==> src/rtl/core/met_pkg.sv <==
package met_pkg;

    // coordinate format, signed fixed point
    localparam int COORD_WIDTH = 32;
    localparam int FRAC_BITS   = 28;

    localparam int PROD_WIDTH = 2 * COORD_WIDTH;
    localparam int ACC_WIDTH  = 4 * COORD_WIDTH;

    localparam int ITER_WIDTH = 16;
    localparam int LEN_WIDTH  = ITER_WIDTH + 1;

    // configuration registers
    localparam int CFG_INDEX_WIDTH = 1;
    localparam logic [CFG_INDEX_WIDTH-1:0] CFG_IDX_MAX_ITER = 1'd0;
    localparam logic [CFG_INDEX_WIDTH-1:0] CFG_IDX_MIN_ITER = 1'd1;
    localparam logic [ITER_WIDTH-1:0] MAX_ITER_RESET = 16'd105;
    localparam logic [ITER_WIDTH-1:0] MIN_ITER_RESET = 16'd100;

    // multiplier operand selection, each op has a fixed product register
    typedef logic [3:0] mul_op_t;
    localparam mul_op_t MUL_NONE = 4'd0;
    localparam mul_op_t MUL_RR   = 4'd1;
    localparam mul_op_t MUL_II   = 4'd2;
    localparam mul_op_t MUL_RI   = 4'd3;
    localparam mul_op_t MUL_XB   = 4'd4;
    localparam mul_op_t MUL_YY   = 4'd5;
    localparam mul_op_t MUL_UU   = 4'd6;
    localparam mul_op_t MUL_QLSL = 4'd7;
    localparam mul_op_t MUL_QLSH = 4'd8;
    localparam mul_op_t MUL_QHSL = 4'd9;
    localparam mul_op_t MUL_QHSH = 4'd10;

    // accumulator operations for the cardioid product
    typedef logic [1:0] acc_op_t;
    localparam acc_op_t ACC_NONE = 2'd0;
    localparam acc_op_t ACC_LOAD = 2'd1;
    localparam acc_op_t ACC_ADD1 = 2'd2;
    localparam acc_op_t ACC_ADD2 = 2'd3;

    typedef struct packed {
        logic    load;
        mul_op_t mul_op;
        logic    zr_upd;
        logic    zi_upd;
        logic    len_inc;
        logic    q_load;
        logic    s_load;
        acc_op_t acc_op;
        logic    rgn_we;
        logic    rgn_val;
    } met_cmd_t;

    typedef struct packed {
        logic len_gt_max;
        logic escaped;
        logic far;
        logic bulb_in;
        logic u_neg;
        logic q_lt_t;
        logic card_in;
    } met_status_t;

endpackage

==> src/rtl/core/met_datapath.sv <==
module met_datapath
    import met_pkg::*;
(
    input  logic                          clk,
    input  logic                          rst_n,
    input  logic                          cfg_we,
    input  logic [CFG_INDEX_WIDTH-1:0]    cfg_index,
    input  logic [ITER_WIDTH-1:0]         cfg_wdata,
    input  logic signed [COORD_WIDTH-1:0] c_real,
    input  logic signed [COORD_WIDTH-1:0] c_imag,
    input  met_cmd_t                      cmd,
    output met_status_t                   status,
    output logic [LEN_WIDTH-1:0]          orbit_length,
    output logic                          in_main_set_region,
    output logic                          selected
);

    localparam int W  = COORD_WIDTH;
    localparam int ZW = PROD_WIDTH + 2;
    localparam int LW = ACC_WIDTH + 2;

    localparam logic [W-1:0] ONE_C = W'(1) << FRAC_BITS;
    localparam logic [W-1:0] TWO_C = W'(1) << (FRAC_BITS + 1);
    localparam logic [W:0] ONE_X = (W+1)'(1) << FRAC_BITS;
    localparam logic [W:0] QUARTER_X = ONE_X >> 2;
    localparam logic [PROD_WIDTH:0] ESC_LIMIT  = (PROD_WIDTH+1)'(1) << (2 * FRAC_BITS + 2);
    localparam logic [PROD_WIDTH:0] BULB_LIMIT = (PROD_WIDTH+1)'(1) << (2 * FRAC_BITS - 4);

    function automatic logic [W-1:0] mag_of(input logic [W-1:0] v);
        return v[W-1] ? (~v + W'(1)) : v;
    endfunction

    // magnitude of a one-bit-wider value, low W bits
    function automatic logic [W-1:0] mag_wide(input logic [W:0] v);
        logic [W:0] m;
        m = v[W] ? (~v + (W+1)'(1)) : v;
        return m[W-1:0];
    endfunction

    logic [ITER_WIDTH-1:0] max_iter_reg;
    logic [ITER_WIDTH-1:0] min_iter_reg;
    logic [LEN_WIDTH-1:0]  len_reg;
    logic                  region_reg;

    logic signed [W-1:0] cr_reg;
    logic signed [W-1:0] ci_reg;
    logic signed [W-1:0] zr_reg;
    logic signed [W-1:0] zi_reg;
    logic [PROD_WIDTH-1:0] p0_reg;
    logic [PROD_WIDTH-1:0] p1_reg;
    logic [PROD_WIDTH-1:0] p2_reg;
    logic                  xy_neg_reg;
    logic [PROD_WIDTH-1:0] q_reg;
    logic [PROD_WIDTH-1:0] s_reg;
    logic [ACC_WIDTH-1:0]  acc_reg;

    logic [W-1:0] zr_mag, zi_mag, cr_mag, ci_mag, xb_mag, u_mag;
    logic [W:0]   xb_wide, u_wide;
    logic [W-1:0] mul_a, mul_b;
    logic [PROD_WIDTH-1:0] mul_p;
    logic [PROD_WIDTH:0]   sq_sum;
    logic [PROD_WIDTH-1:0] t_val;
    logic [ZW-1:0] xx, yy, xy, xy_s, cr_ext, ci_ext, zr_sum, zi_sum;
    logic [LW-1:0] card_lhs, card_rhs;

    assign zr_mag = mag_of(zr_reg);
    assign zi_mag = mag_of(zi_reg);
    assign cr_mag = mag_of(cr_reg);
    assign ci_mag = mag_of(ci_reg);

    // shifted points for the bulb and cardioid tests
    assign xb_wide = {cr_reg[W-1], cr_reg} + ONE_X;
    assign u_wide  = {cr_reg[W-1], cr_reg} - QUARTER_X;
    assign xb_mag  = mag_wide(xb_wide);
    assign u_mag   = mag_wide(u_wide);

    always_comb
    begin
        mul_a = '0;
        mul_b = '0;
        case (cmd.mul_op)
            MUL_RR:   begin mul_a = zr_mag;            mul_b = zr_mag;            end
            MUL_II:   begin mul_a = zi_mag;            mul_b = zi_mag;            end
            MUL_RI:   begin mul_a = zr_mag;            mul_b = zi_mag;            end
            MUL_XB:   begin mul_a = xb_mag;            mul_b = xb_mag;            end
            MUL_YY:   begin mul_a = ci_mag;            mul_b = ci_mag;            end
            MUL_UU:   begin mul_a = u_mag;             mul_b = u_mag;             end
            MUL_QLSL: begin mul_a = q_reg[W-1:0];      mul_b = s_reg[W-1:0];      end
            MUL_QLSH: begin mul_a = q_reg[W-1:0];      mul_b = s_reg[2*W-1:W];    end
            MUL_QHSL: begin mul_a = q_reg[2*W-1:W];    mul_b = s_reg[W-1:0];      end
            MUL_QHSH: begin mul_a = q_reg[2*W-1:W];    mul_b = s_reg[2*W-1:W];    end
            default:  begin mul_a = '0;                mul_b = '0;                end
        endcase
    end

    assign mul_p = PROD_WIDTH'(mul_a) * PROD_WIDTH'(mul_b);

    // exact sum of the two squares
    assign sq_sum = {1'b0, p0_reg} + {1'b0, p1_reg};
    assign t_val  = PROD_WIDTH'(u_mag) << FRAC_BITS;

    // next orbit point from the registered products
    assign xx     = {2'b00, p0_reg >> FRAC_BITS};
    assign yy     = {2'b00, p1_reg >> FRAC_BITS};
    assign xy     = {2'b00, p2_reg >> FRAC_BITS};
    assign xy_s   = xy_neg_reg ? (~xy + ZW'(1)) : xy;
    assign cr_ext = {{(ZW-W){cr_reg[W-1]}}, cr_reg};
    assign ci_ext = {{(ZW-W){ci_reg[W-1]}}, ci_reg};
    assign zr_sum = xx - yy + cr_ext;
    assign zi_sum = (xy_s << 1) + ci_ext;

    assign card_lhs = {acc_reg, 2'b00};
    assign card_rhs = LW'(p1_reg) << (2 * FRAC_BITS);

    always_comb
    begin
        status.len_gt_max = len_reg > LEN_WIDTH'(max_iter_reg);
        status.escaped    = sq_sum > ESC_LIMIT;
        status.far        = (cr_mag > TWO_C) || (ci_mag > ONE_C);
        status.bulb_in    = sq_sum < BULB_LIMIT;
        status.u_neg      = u_wide[W];
        status.q_lt_t     = q_reg < t_val;
        status.card_in    = card_lhs < card_rhs;
    end

    always_ff @(posedge clk or negedge rst_n)
    begin
        if (!rst_n)
        begin
            max_iter_reg <= MAX_ITER_RESET;
            min_iter_reg <= MIN_ITER_RESET;
        end
        else if (cfg_we)
        begin
            unique case (cfg_index)
                CFG_IDX_MAX_ITER: max_iter_reg <= cfg_wdata;
                CFG_IDX_MIN_ITER: min_iter_reg <= cfg_wdata;
                default: ;
            endcase
        end
    end

    always_ff @(posedge clk or negedge rst_n)
    begin
        if (!rst_n)
        begin
            len_reg    <= LEN_WIDTH'(1);
            region_reg <= 1'b0;
        end
        else
        begin
            if (cmd.load)
            begin
                len_reg    <= LEN_WIDTH'(1);
                region_reg <= 1'b0;
            end
            else
            begin
                if (cmd.len_inc)
                    len_reg <= len_reg + LEN_WIDTH'(1);
                if (cmd.rgn_we)
                    region_reg <= cmd.rgn_val;
            end
        end
    end

    always_ff @(posedge clk)
    begin
        if (cmd.load)
        begin
            cr_reg <= c_real;
            ci_reg <= c_imag;
            zr_reg <= c_real;
            zi_reg <= c_imag;
        end
        else
        begin
            if (cmd.zr_upd)
                zr_reg <= zr_sum[W-1:0];
            if (cmd.zi_upd)
                zi_reg <= zi_sum[W-1:0];
        end

        case (cmd.mul_op) inside
            MUL_RR, MUL_XB, MUL_UU: p0_reg <= mul_p;
            MUL_II, MUL_YY:         p1_reg <= mul_p;
            MUL_RI, MUL_QLSL, MUL_QLSH, MUL_QHSL, MUL_QHSH:
                                    p2_reg <= mul_p;
            default: ;
        endcase

        if (cmd.mul_op == MUL_RI)
            xy_neg_reg <= zr_reg[W-1] ^ zi_reg[W-1];

        if (cmd.q_load)
            q_reg <= sq_sum[PROD_WIDTH-1:0];
        if (cmd.s_load)
            s_reg <= status.u_neg ? (q_reg - t_val) : (q_reg + t_val);

        case (cmd.acc_op)
            ACC_LOAD: acc_reg <= ACC_WIDTH'(p2_reg);
            ACC_ADD1: acc_reg <= acc_reg + (ACC_WIDTH'(p2_reg) << W);
            ACC_ADD2: acc_reg <= acc_reg + (ACC_WIDTH'(p2_reg) << (2 * W));
            default: ;
        endcase
    end

    assign orbit_length       = len_reg;
    assign in_main_set_region = region_reg;
    assign selected = (len_reg > LEN_WIDTH'(min_iter_reg)) &&
                      (len_reg < LEN_WIDTH'(max_iter_reg)) && !region_reg;

endmodule

==> src/rtl/core/met_controller.sv <==
module met_controller
    import met_pkg::*;
(
    input  logic        clk,
    input  logic        rst_n,
    input  logic        start,
    input  met_status_t status,
    output met_cmd_t    cmd,
    output logic        busy,
    output logic        done
);

    localparam logic [4:0] S_IDLE = 5'd0;
    localparam logic [4:0] S_MRR  = 5'd1;
    localparam logic [4:0] S_MII  = 5'd2;
    localparam logic [4:0] S_MRI  = 5'd3;
    localparam logic [4:0] S_UPD  = 5'd4;
    localparam logic [4:0] S_R0   = 5'd5;
    localparam logic [4:0] S_R1   = 5'd6;
    localparam logic [4:0] S_R2   = 5'd7;
    localparam logic [4:0] S_R3   = 5'd8;
    localparam logic [4:0] S_R4   = 5'd9;
    localparam logic [4:0] S_R5   = 5'd10;
    localparam logic [4:0] S_R6   = 5'd11;
    localparam logic [4:0] S_R7   = 5'd12;
    localparam logic [4:0] S_R8   = 5'd13;
    localparam logic [4:0] S_R9   = 5'd14;
    localparam logic [4:0] S_R10  = 5'd15;
    localparam logic [4:0] S_DONE = 5'd16;

    logic [4:0] state_reg;
    logic [4:0] state_next;

    always_ff @(posedge clk or negedge rst_n)
    begin
        if (!rst_n)
            state_reg <= S_IDLE;
        else
            state_reg <= state_next;
    end

    assign busy = (state_reg != S_IDLE);
    assign done = (state_reg == S_DONE);

    always_comb
    begin
        state_next = state_reg;
        cmd        = '0;
        cmd.mul_op = MUL_NONE;
        cmd.acc_op = ACC_NONE;
        unique case (state_reg)
            S_IDLE:
            begin
                if (start)
                begin
                    cmd.load   = 1'b1;
                    state_next = S_MRR;
                end
            end
            S_MRR:
            begin
                cmd.mul_op = MUL_RR;
                state_next = status.len_gt_max ? S_R0 : S_MII;
            end
            S_MII:
            begin
                cmd.mul_op = MUL_II;
                state_next = S_MRI;
            end
            S_MRI:
            begin
                cmd.mul_op = MUL_RI;
                if (status.escaped)
                    state_next = S_R0;
                else
                begin
                    cmd.zr_upd  = 1'b1;
                    cmd.len_inc = 1'b1;
                    state_next  = S_UPD;
                end
            end
            S_UPD:
            begin
                // imaginary part lands while the new real part is squared
                cmd.zi_upd = 1'b1;
                cmd.mul_op = MUL_RR;
                state_next = status.len_gt_max ? S_R0 : S_MII;
            end
            S_R0:
            begin
                if (status.far)
                begin
                    cmd.rgn_we  = 1'b1;
                    cmd.rgn_val = 1'b0;
                    state_next  = S_DONE;
                end
                else
                begin
                    cmd.mul_op = MUL_XB;
                    state_next = S_R1;
                end
            end
            S_R1:
            begin
                cmd.mul_op = MUL_YY;
                state_next = S_R2;
            end
            S_R2:
            begin
                if (status.bulb_in)
                begin
                    cmd.rgn_we  = 1'b1;
                    cmd.rgn_val = 1'b1;
                    state_next  = S_DONE;
                end
                else
                begin
                    cmd.mul_op = MUL_UU;
                    state_next = S_R3;
                end
            end
            S_R3:
            begin
                cmd.q_load = 1'b1;
                state_next = S_R4;
            end
            S_R4:
            begin
                if (status.u_neg && status.q_lt_t)
                begin
                    cmd.rgn_we  = 1'b1;
                    cmd.rgn_val = 1'b1;
                    state_next  = S_DONE;
                end
                else
                begin
                    cmd.s_load = 1'b1;
                    state_next = S_R5;
                end
            end
            S_R5:
            begin
                cmd.mul_op = MUL_QLSL;
                state_next = S_R6;
            end
            S_R6:
            begin
                cmd.acc_op = ACC_LOAD;
                cmd.mul_op = MUL_QLSH;
                state_next = S_R7;
            end
            S_R7:
            begin
                cmd.acc_op = ACC_ADD1;
                cmd.mul_op = MUL_QHSL;
                state_next = S_R8;
            end
            S_R8:
            begin
                cmd.acc_op = ACC_ADD1;
                cmd.mul_op = MUL_QHSH;
                state_next = S_R9;
            end
            S_R9:
            begin
                cmd.acc_op = ACC_ADD2;
                state_next = S_R10;
            end
            S_R10:
            begin
                cmd.rgn_we  = 1'b1;
                cmd.rgn_val = status.card_in;
                state_next  = S_DONE;
            end
            S_DONE:
            begin
                state_next = S_IDLE;
            end
            default:
            begin
                state_next = S_IDLE;
            end
        endcase
    end

endmodule

==> src/rtl/core/mandelbrot_escape_time_unit.sv <==
// escape-time unit for one complex point c = c_real + i*c_imag, signed Q4.28
// input: a point is taken at a clock edge with start high and busy low;
//   busy stays high from the next cycle until the result beat has gone out
// output: done is high for exactly one cycle; orbit_length, in_main_set_region
//   and selected are valid in that cycle; the receiver cannot stall, so the
//   beat is simply taken at the edge that ends it
// config: cfg_we with cfg_index 0 (max_iterations) or 1 (min_iterations) and
//   cfg_wdata, written at the edge; the user writes only while busy is low;
//   the unit itself does not enforce it
// orbit loop: one shared 32x32 multiplier, three products per iteration
//   (re*re, im*im, re*im)
// the region test follows on the same multiplier: far points need no product,
//   the bulb two, the cardioid u*u and 4 limb products of q*s
// one point at a time, the next may be started the cycle after done
// reset: asynchronous, active low; controller idle, registers back to
//   max_iterations 105 and min_iterations 100
module mandelbrot_escape_time_unit
    import met_pkg::*;
(
    input  logic                          clk,
    input  logic                          rst_n,
    input  logic                          start,
    output logic                          busy,
    input  logic signed [COORD_WIDTH-1:0] c_real,
    input  logic signed [COORD_WIDTH-1:0] c_imag,
    output logic                          done,
    output logic [LEN_WIDTH-1:0]          orbit_length,
    output logic                          in_main_set_region,
    output logic                          selected,
    input  logic                          cfg_we,
    input  logic [CFG_INDEX_WIDTH-1:0]    cfg_index,
    input  logic [ITER_WIDTH-1:0]         cfg_wdata
);

    // command and status between sequencer and datapath
    met_cmd_t    cmd;
    met_status_t status;

    // sequencer: orbit loop, then far, bulb and cardioid checks
    met_controller u_ctrl (
        .clk    (clk),
        .rst_n  (rst_n),
        .start  (start),
        .status (status),
        .cmd    (cmd),
        .busy   (busy),
        .done   (done)
    );

    // datapath: config registers, shared multiplier, orbit and region state
    met_datapath u_dp (
        .clk                (clk),
        .rst_n              (rst_n),
        .cfg_we             (cfg_we),
        .cfg_index          (cfg_index),
        .cfg_wdata          (cfg_wdata),
        .c_real             (c_real),
        .c_imag             (c_imag),
        .cmd                (cmd),
        .status             (status),
        .orbit_length       (orbit_length),
        .in_main_set_region (in_main_set_region),
        .selected           (selected)
    );

endmodule

==> config.mk <==
export PLATFORM = sky130hd
export DESIGN_NAME = mandelbrot_escape_time_unit
export DESIGN_NICKNAME = d
export VERILOG_FILES = /design/src/rtl/core/met_pkg.sv /design/src/rtl/core/met_datapath.sv /design/src/rtl/core/met_controller.sv /design/src/rtl/core/mandelbrot_escape_time_unit.sv
export SDC_FILE = /design/constraint.sdc
export NUM_CORES = 2
export LEC_CHECK = 0
export ABC_CLOCK_PERIOD_IN_PS = 18000
export BUFFER_PORTS_ARGS = -buffer_cell sky130_fd_sc_hd__buf_2
export CORE_MARGIN = 3
export CORE_UTILIZATION = 45
export DETAILED_ROUTE_END_ITERATION = 12
export GPL_TIMING_DRIVEN = 0
export HOLD_SLACK_MARGIN = 0.12
export PLACE_DENSITY_LB_ADDON = 0.2
export REMOVE_ABC_BUFFERS = 1
export SLEW_MARGIN = 20
export SYNTH_ARGS = -nofsm -noshare
export SYNTH_HDL_FRONTEND = slang
export SYNTH_SLANG_ARGS = --single-unit
==> constraint.sdc <==
create_clock -name clk -period 18 [get_ports clk]
set_input_delay 0.9 -clock clk [delete_from_list [all_inputs] [get_ports clk]]
set_output_delay 0.9 -clock clk [all_outputs]
set_load 0.02 [all_outputs]
### Yosys cells after proc, flatten, opt, wreduce, memory -nomap -nowiden

Cells that the tools add are included.

* register bits: 632
* input port bits: 85
* output and inout bits: 21
* logic and storage cells: 153

* $add $sub $neg: 18
* multipliers: 1
* magnitude comparators: 9
* equality and inequality tests: 30
* mux-type cells: 42
* bitwise operators: 11
* reductions and logical operators: 26

Operators with widths (number)
* 32-bit one-hot mux with 7 select lines: 2
* 128-bit one-hot mux with 3 select lines: 1
* 32-bit 2-to-1 mux: 10
* 32-bit by 1-bit adder with 32-bit output, second input constant: 6
* 32-bit NOT: 6
* 130-bit by 120-bit < comparator with 1-bit output: 1
* 128-bit adder: 1
* 128-bit by 96-bit adder with 128-bit output: 1
* 5-bit one-hot mux with 15 select lines: 1
* 64-bit by 64-bit adder with 65-bit output: 1
* 65-bit by 59-bit greater-than comparator with 1-bit output, second input constant: 1
* 65-bit by 53-bit < comparator with 1-bit output, second input constant: 1
* 32-bit adder: 2
* 64-bit by 60-bit adder with 64-bit output: 1
* 64-bit by 60-bit < comparator with 1-bit output: 1
* 32-bit by 32-bit multiplier with 64-bit output: 1
* 64-bit 2-to-1 mux: 1
* 64-bit by 60-bit subtractor with 64-bit output: 1
* 5-bit by 4-bit == test with 1-bit output, second input constant: 8
* 4-bit one-hot mux with 10 select lines: 1
* 17-bit by 16-bit greater-than comparator with 1-bit output: 2
* 17-bit 2-to-1 mux: 2
* 32-bit by 30-bit adder with 33-bit output, second input constant: 1
* 32-bit by 28-bit subtractor with 33-bit output, second input constant: 1
* other kinds (39): 83

### Logic depth before layout (Yosys ltp)

* depth after elaboration: 11
* depth in mapped cells: 54

### Modules after synthesis

A second synthesis with hierarchy kept.

* cells, all modules: 9160
* area, all modules: 81409.3 sq um

Modules (own cells, without submodules)
* met_datapath: times used 1, cells an instance 9065, area an instance 80691.1 sq um, seq. area each 17626.9 sq um
* met_controller: times used 1, cells an instance 95, area an instance 718.2 sq um, seq. area each 125.1 sq um

### Worst setup path before layout

Ideal clock, no wire load.

* path type: register to register
* start: register u_dp.p1_reg[0]
* end: register u_dp.p0_reg[63], data pin
* data arrival time: 12.547 ns
* slack: 5.182 ns
* stages on the path, launching flop included: 47
* cell sequence: edfxtp_1 ha_1 fa_1 a211oi_2 o21bai_1 a211oi_1 o21a_1 o21bai_1 o211a_1 nor3_1 xnor2_1 or4b_1 or4_1 o31ai_4 buf_6 buf_6 o221ai_2 nor4_4 [... 11 more ...] inv_1 fa_1 inv_1 ha_1 and3_1 and4_1 a221oi_1 a21boi_0 o22ai_1 o211ai_1 a31oi_1 o31ai_1 a21boi_0 o21ai_0 a221oi_1 nor3b_1 nor3_1 xnor2_1

* word-level cells in the longest chain between the ends: 8

RTL lines
* from (decl): line met_datapath.sv:50 `logic [PROD_WIDTH-1:0] p1_reg;`
* from (signal assigned): line met_datapath.sv:186 `MUL_II, MUL_YY: p1_reg <= mul_p;`
* 64-bit by 64-bit adder with 65-bit output *: line met_datapath.sv:99 `assign sq_sum = {1'b0, p0_reg} + {1'b0, p1_reg};`
* net u_dp.sq_sum[54]: line met_datapath.sv:61 `logic [PROD_WIDTH:0] sq_sum;`
* 65-bit by 53-bit < comparator with 1-bit output *: line met_datapath.sv:120 `status.bulb_in = sq_sum < BULB_LIMIT;`
* 3-bit 2-to-1 mux *: line met_controller.sv:110 `if (status.bulb_in)`
* 4-bit one-hot mux with 10 select lines *: line met_controller.sv:51 `unique case (state_reg)`
* 4-bit == test, or another cell as far along: line met_datapath.sv:81 `case (cmd.mul_op)`
* 2-bit OR reduction (no line)
* 32-bit one-hot mux with 7 select lines: line met_datapath.sv:81
* 32-bit by 32-bit multiplier with 64-bit output *: line met_datapath.sv:96 `assign mul_p = PROD_WIDTH'(mul_a) * PROD_WIDTH'(mul_b);`
* net u_dp.mul_p[63]: line met_datapath.sv:60 `logic [PROD_WIDTH-1:0] mul_p;`
* to (signal assigned): line met_datapath.sv:185 `MUL_RR, MUL_XB, MUL_UU: p0_reg <= mul_p;`
* to (decl): line met_datapath.sv:49 `logic [PROD_WIDTH-1:0] p0_reg;`

Mark *: on every way through the listed nets, which the timed path passes. The rest lies on a longest branch.
A chain may end at the register's enable or synchronous reset.

### Final worst setup path

Same ends and word-level chain as after synthesis.

==> reports/qor.csv <==
stage,metric,value,unit
run_status,status,"complete, no violations",
place,placed_cells,11300,
worst_setup_path,path_common_cell,fa_1,
worst_setup_path,crit_path_top_delay_cell,nor3_2,
detailed_routing,drc,0,
floorplanning,fp.dieH,431.2,um
min_path,min_path_type,in2async,
synthesis,synth_cells,9060,
detailed_routing,first_iter_violations,7261,
flow_run,cap_viol_max_count,0,
timing,finalSetupViolations,0,
global_route,grt_pass1_vias,67440,
timing,fmax,56.45,MHz
timing,fin_crit_sh,98.42,%
floorplanning,initial_core_util,45.46,%
detailed_routing,ant_nets,0,
clock_tree,clockBufferDepth,3,
worst_setup_path,critPathRequiredTime,18360,ps
finish,nNetsFinal,10760,
global_route,gr-total-overflow,0,
clock_tree,cts_tree,built,
worst_setup_path,worst-path-buf-inv,7,
timing,skew,58.19,ps
synthesis,synth_seq_cells,600,
synthesis,async_flop_share,9.167,%
worst_setup_path,path_class,reg2reg,
timing,worstMarginPinSlew,1265,ps
clock_tree,cts-root-buf,clkbuf_16,
clock_tree,clkTransAtPathRegs,70,ps
synthesis,yosysSeqAreaShare,21.82,%
floorplanning,die_area,0.1860,mm^2
worst_setup_path,critPathArrivalTime,18070,ps
synthesis,syn_area,0.08137,mm^2
clock_tree,h-tree-depth,3,
floorplanning,coreArea,0.1790,mm^2
detailed_routing,routed_wl,317.3,mm
timing,rsz0062_at_grt,false,
place,gp_congestion,1.030,
global_route,grt_antenna_before_repair,21,
timing,slew_headroom,15.47,%
floorplanning,pin_count,106,
synthesis,ys_types,104,
synthesis,synth_area_per_cell,8.981,um^2
synthesis,synth_edf_count,545,
finish,layout-drive-gt1-share,6.983,%
worst_setup_path,crit_fanout,12,
clock_tree,cts.sinks,600,
place,io_buffers,105,
floorplanning,dieWidth,431.2,um
worst_setup_path,crit_path_end_kind,flip-flop,
worst_setup_path,cpPeakStageDelay,750,ps
synthesis,synth_ff_type,edfxtp_1,
timing,drv_slew,0,
finish,largest_register_ffs,96,
detailed_routing,viasPerCell,5.994,
place,place_hpwl,260.4,mm
timing,hold_viol_final,0,
worst_setup_path,critPathTopFamily,compound AO/OA/AOI/OAI gates,
global_route,grt_util_all_layers,33.99,%
finish,stdcell_count,11440,
floorplanning,num_rows,155,
detailed_routing,vias,68590,
worst_setup_path,cp-start-kind,flip-flop,
finish,area_growth,8.577,%
global_route,grt_max_degree,76,
global_route,grt_pass1_wl,463.3,mm
detailed_routing,firstDrtPassIters,6,
clock_tree,worstSkewPairLatency,710,ps
clock_tree,cts_hold_buf,0,
timing,min_period,17710,ps
synthesis,yosys_warnings,0,
detailed_routing,wl_per_cell,27.73,um
clock_tree,cts_made_buffers,72,
[cells by family (layout without fill, tap and decap cells)]
| group | count (synthesis) | count (layout) | share of synthesized area [%] |
|---|---|---|---|
| and+or+nand+nor | 2794 | 2794 | 15.58 |
| buffers and inverters | 1749 | 1768 | 8.373 |
| AOI/OAI and AO/OA | 1677 | 1677 | 13.74 |
| adders and majority gates | 1654 | 1654 | 34.04 |
| DFF | 600 | 600 | 21.82 |
| xor gates and xnor gates | 516 | 516 | 5.554 |
| muxes | 70 | 70 | 0.8980 |
| other | 0 | 10 | 0 |
[placed cells by master, fill, tap and decap left out, types with 56 or more instances in the layout]
master / instances
nand3_1: 112
nand2b_1: 84
ha_1: 720
nor2b_1: 65
and3_1: 56
edfxtp_1: 545
o31ai_1: 72
o22ai_1: 66
and2_1: 59
buf_4: 66
o21a_1: 63
inv_1: 1366
buf_2: 116
a31oi_1: 56
clkbuf_16: 72
xnor2_1: 309
or3_1: 65
o21ai_0: 354
nand4_1: 64
fa_1: 933
nor4_1: 56
nand2_1: 943
xor2_1: 187
a21oi_1: 403
nor2_1: 967
a21o_1: 188
nor3_1: 101
[synth_stat cells (63+ instances only)]
library cell | count | share of area (%)
a21o_1 | 188 | 1.7
a21oi_1 | 406 | 2.5
buf_2 | 105 | 0.65
clkbuf_1 | 240 | 1.1
edfxtp_1 | 545 | 20
fa_1 | 933 | 23
ha_1 | 721 | 11
inv_1 | 1369 | 6.3
nand2_1 | 948 | 4.4
nand2b_1 | 86 | 0.66
nand3_1 | 114 | 0.70
nand4_1 | 64 | 0.49
nor2_1 | 971 | 4.5
nor2b_1 | 67 | 0.52
nor3_1 | 127 | 0.78
o21a_1 | 63 | 0.58
o21ai_0 | 355 | 2.2
o22ai_1 | 66 | 0.51
o31ai_1 | 72 | 0.66
or3_1 | 84 | 0.65
xnor2_1 | 324 | 3.5
xor2_1 | 192 | 2.1
[repair_timing]
item / in CTS / in global routing
gates resized for setup: 3 / 8
setup buffers: 0 / 4
pin swaps: 0 / 3
endpoints found under the setup margin: 9 / 39
[final cells by class]
type	count	area [um^2]
Antenna cell	10	25.02
Clock buffer	82	1839
Clock inverter	49	591.8
Fill cell	17020	90650
Inverter	1372	5161
Multi-Input combinational cell	6711	57590
Sequential cell	600	17760
Tap cell	2355	2947
Timing Repair Buffer	265	2442
[worst register-to-register path, delay by kind of cell, from the launching register on]
kind	cells	cell delay, ps
compound gates	17	6120
fa+ha+maj	11	5290
simple gates	9	3380
buf+inv	7	1110
xor+xnor	2	1020
flops	1	460
[stage by stage]
| stage | area (um^2) | hold slack (ps) | setup slack, ps | TNS (ps) | utilization, % |
|---|---|---|---|---|---|
| CTS | 88200 | 271.7 | 22.35 | 0 | 49.27 |
| global placement | 83180 | 450.6 | -4270 | -293130 | 46.47 |
| detailed placement | 85750 | 450.4 | -244.9 | -1270 | 47.90 |
| finish | 88350 | 276.3 | 285.2 | 0 | 49.36 |
| global route | 88320 | 308.1 | 5.011 | 0 | 49.34 |
| floorplan | 79710 | 426.2 | 3522 | 0 | - |
[final timing paths]
path	from	endpoint	slack, ps	cells after the start
max in group asynchronous	rst_n	u_ctrl.state_reg[0]$_DFFE_PN0P_	17160	1
setup / recovery	u_dp.p1_reg[0]$_DFFE_PP_	u_dp.p0_reg[63]$_DFFE_PP_	290	46
setup reg to reg	u_dp.p1_reg[0]$_DFFE_PP_	u_dp.p0_reg[63]$_DFFE_PP_	290	46
min in group clk	c_imag[26]	u_dp.ci_reg[26]$_DFFE_PP_	380	1
hold reg to reg	u_dp.q_reg[0]$_DFFE_PP_	u_dp.s_reg[0]$_DFFE_PP_	460	0
hold / removal	rst_n	u_dp.min_iter_reg[3]$_DFFE_PN0P_	280	1
[metal layers]
metal / GRT usage [%] / wire length (um)
met5: 0 / 39
met2: 51.25 / 137000
met3: 8.014 / 32100
met4: 15.78 / 18510
met1: 46.31 / 129700
Power is left out: the tool's default activity adds up to more than one toggle a clock period on the data nets, which glitch-free logic cannot reach.
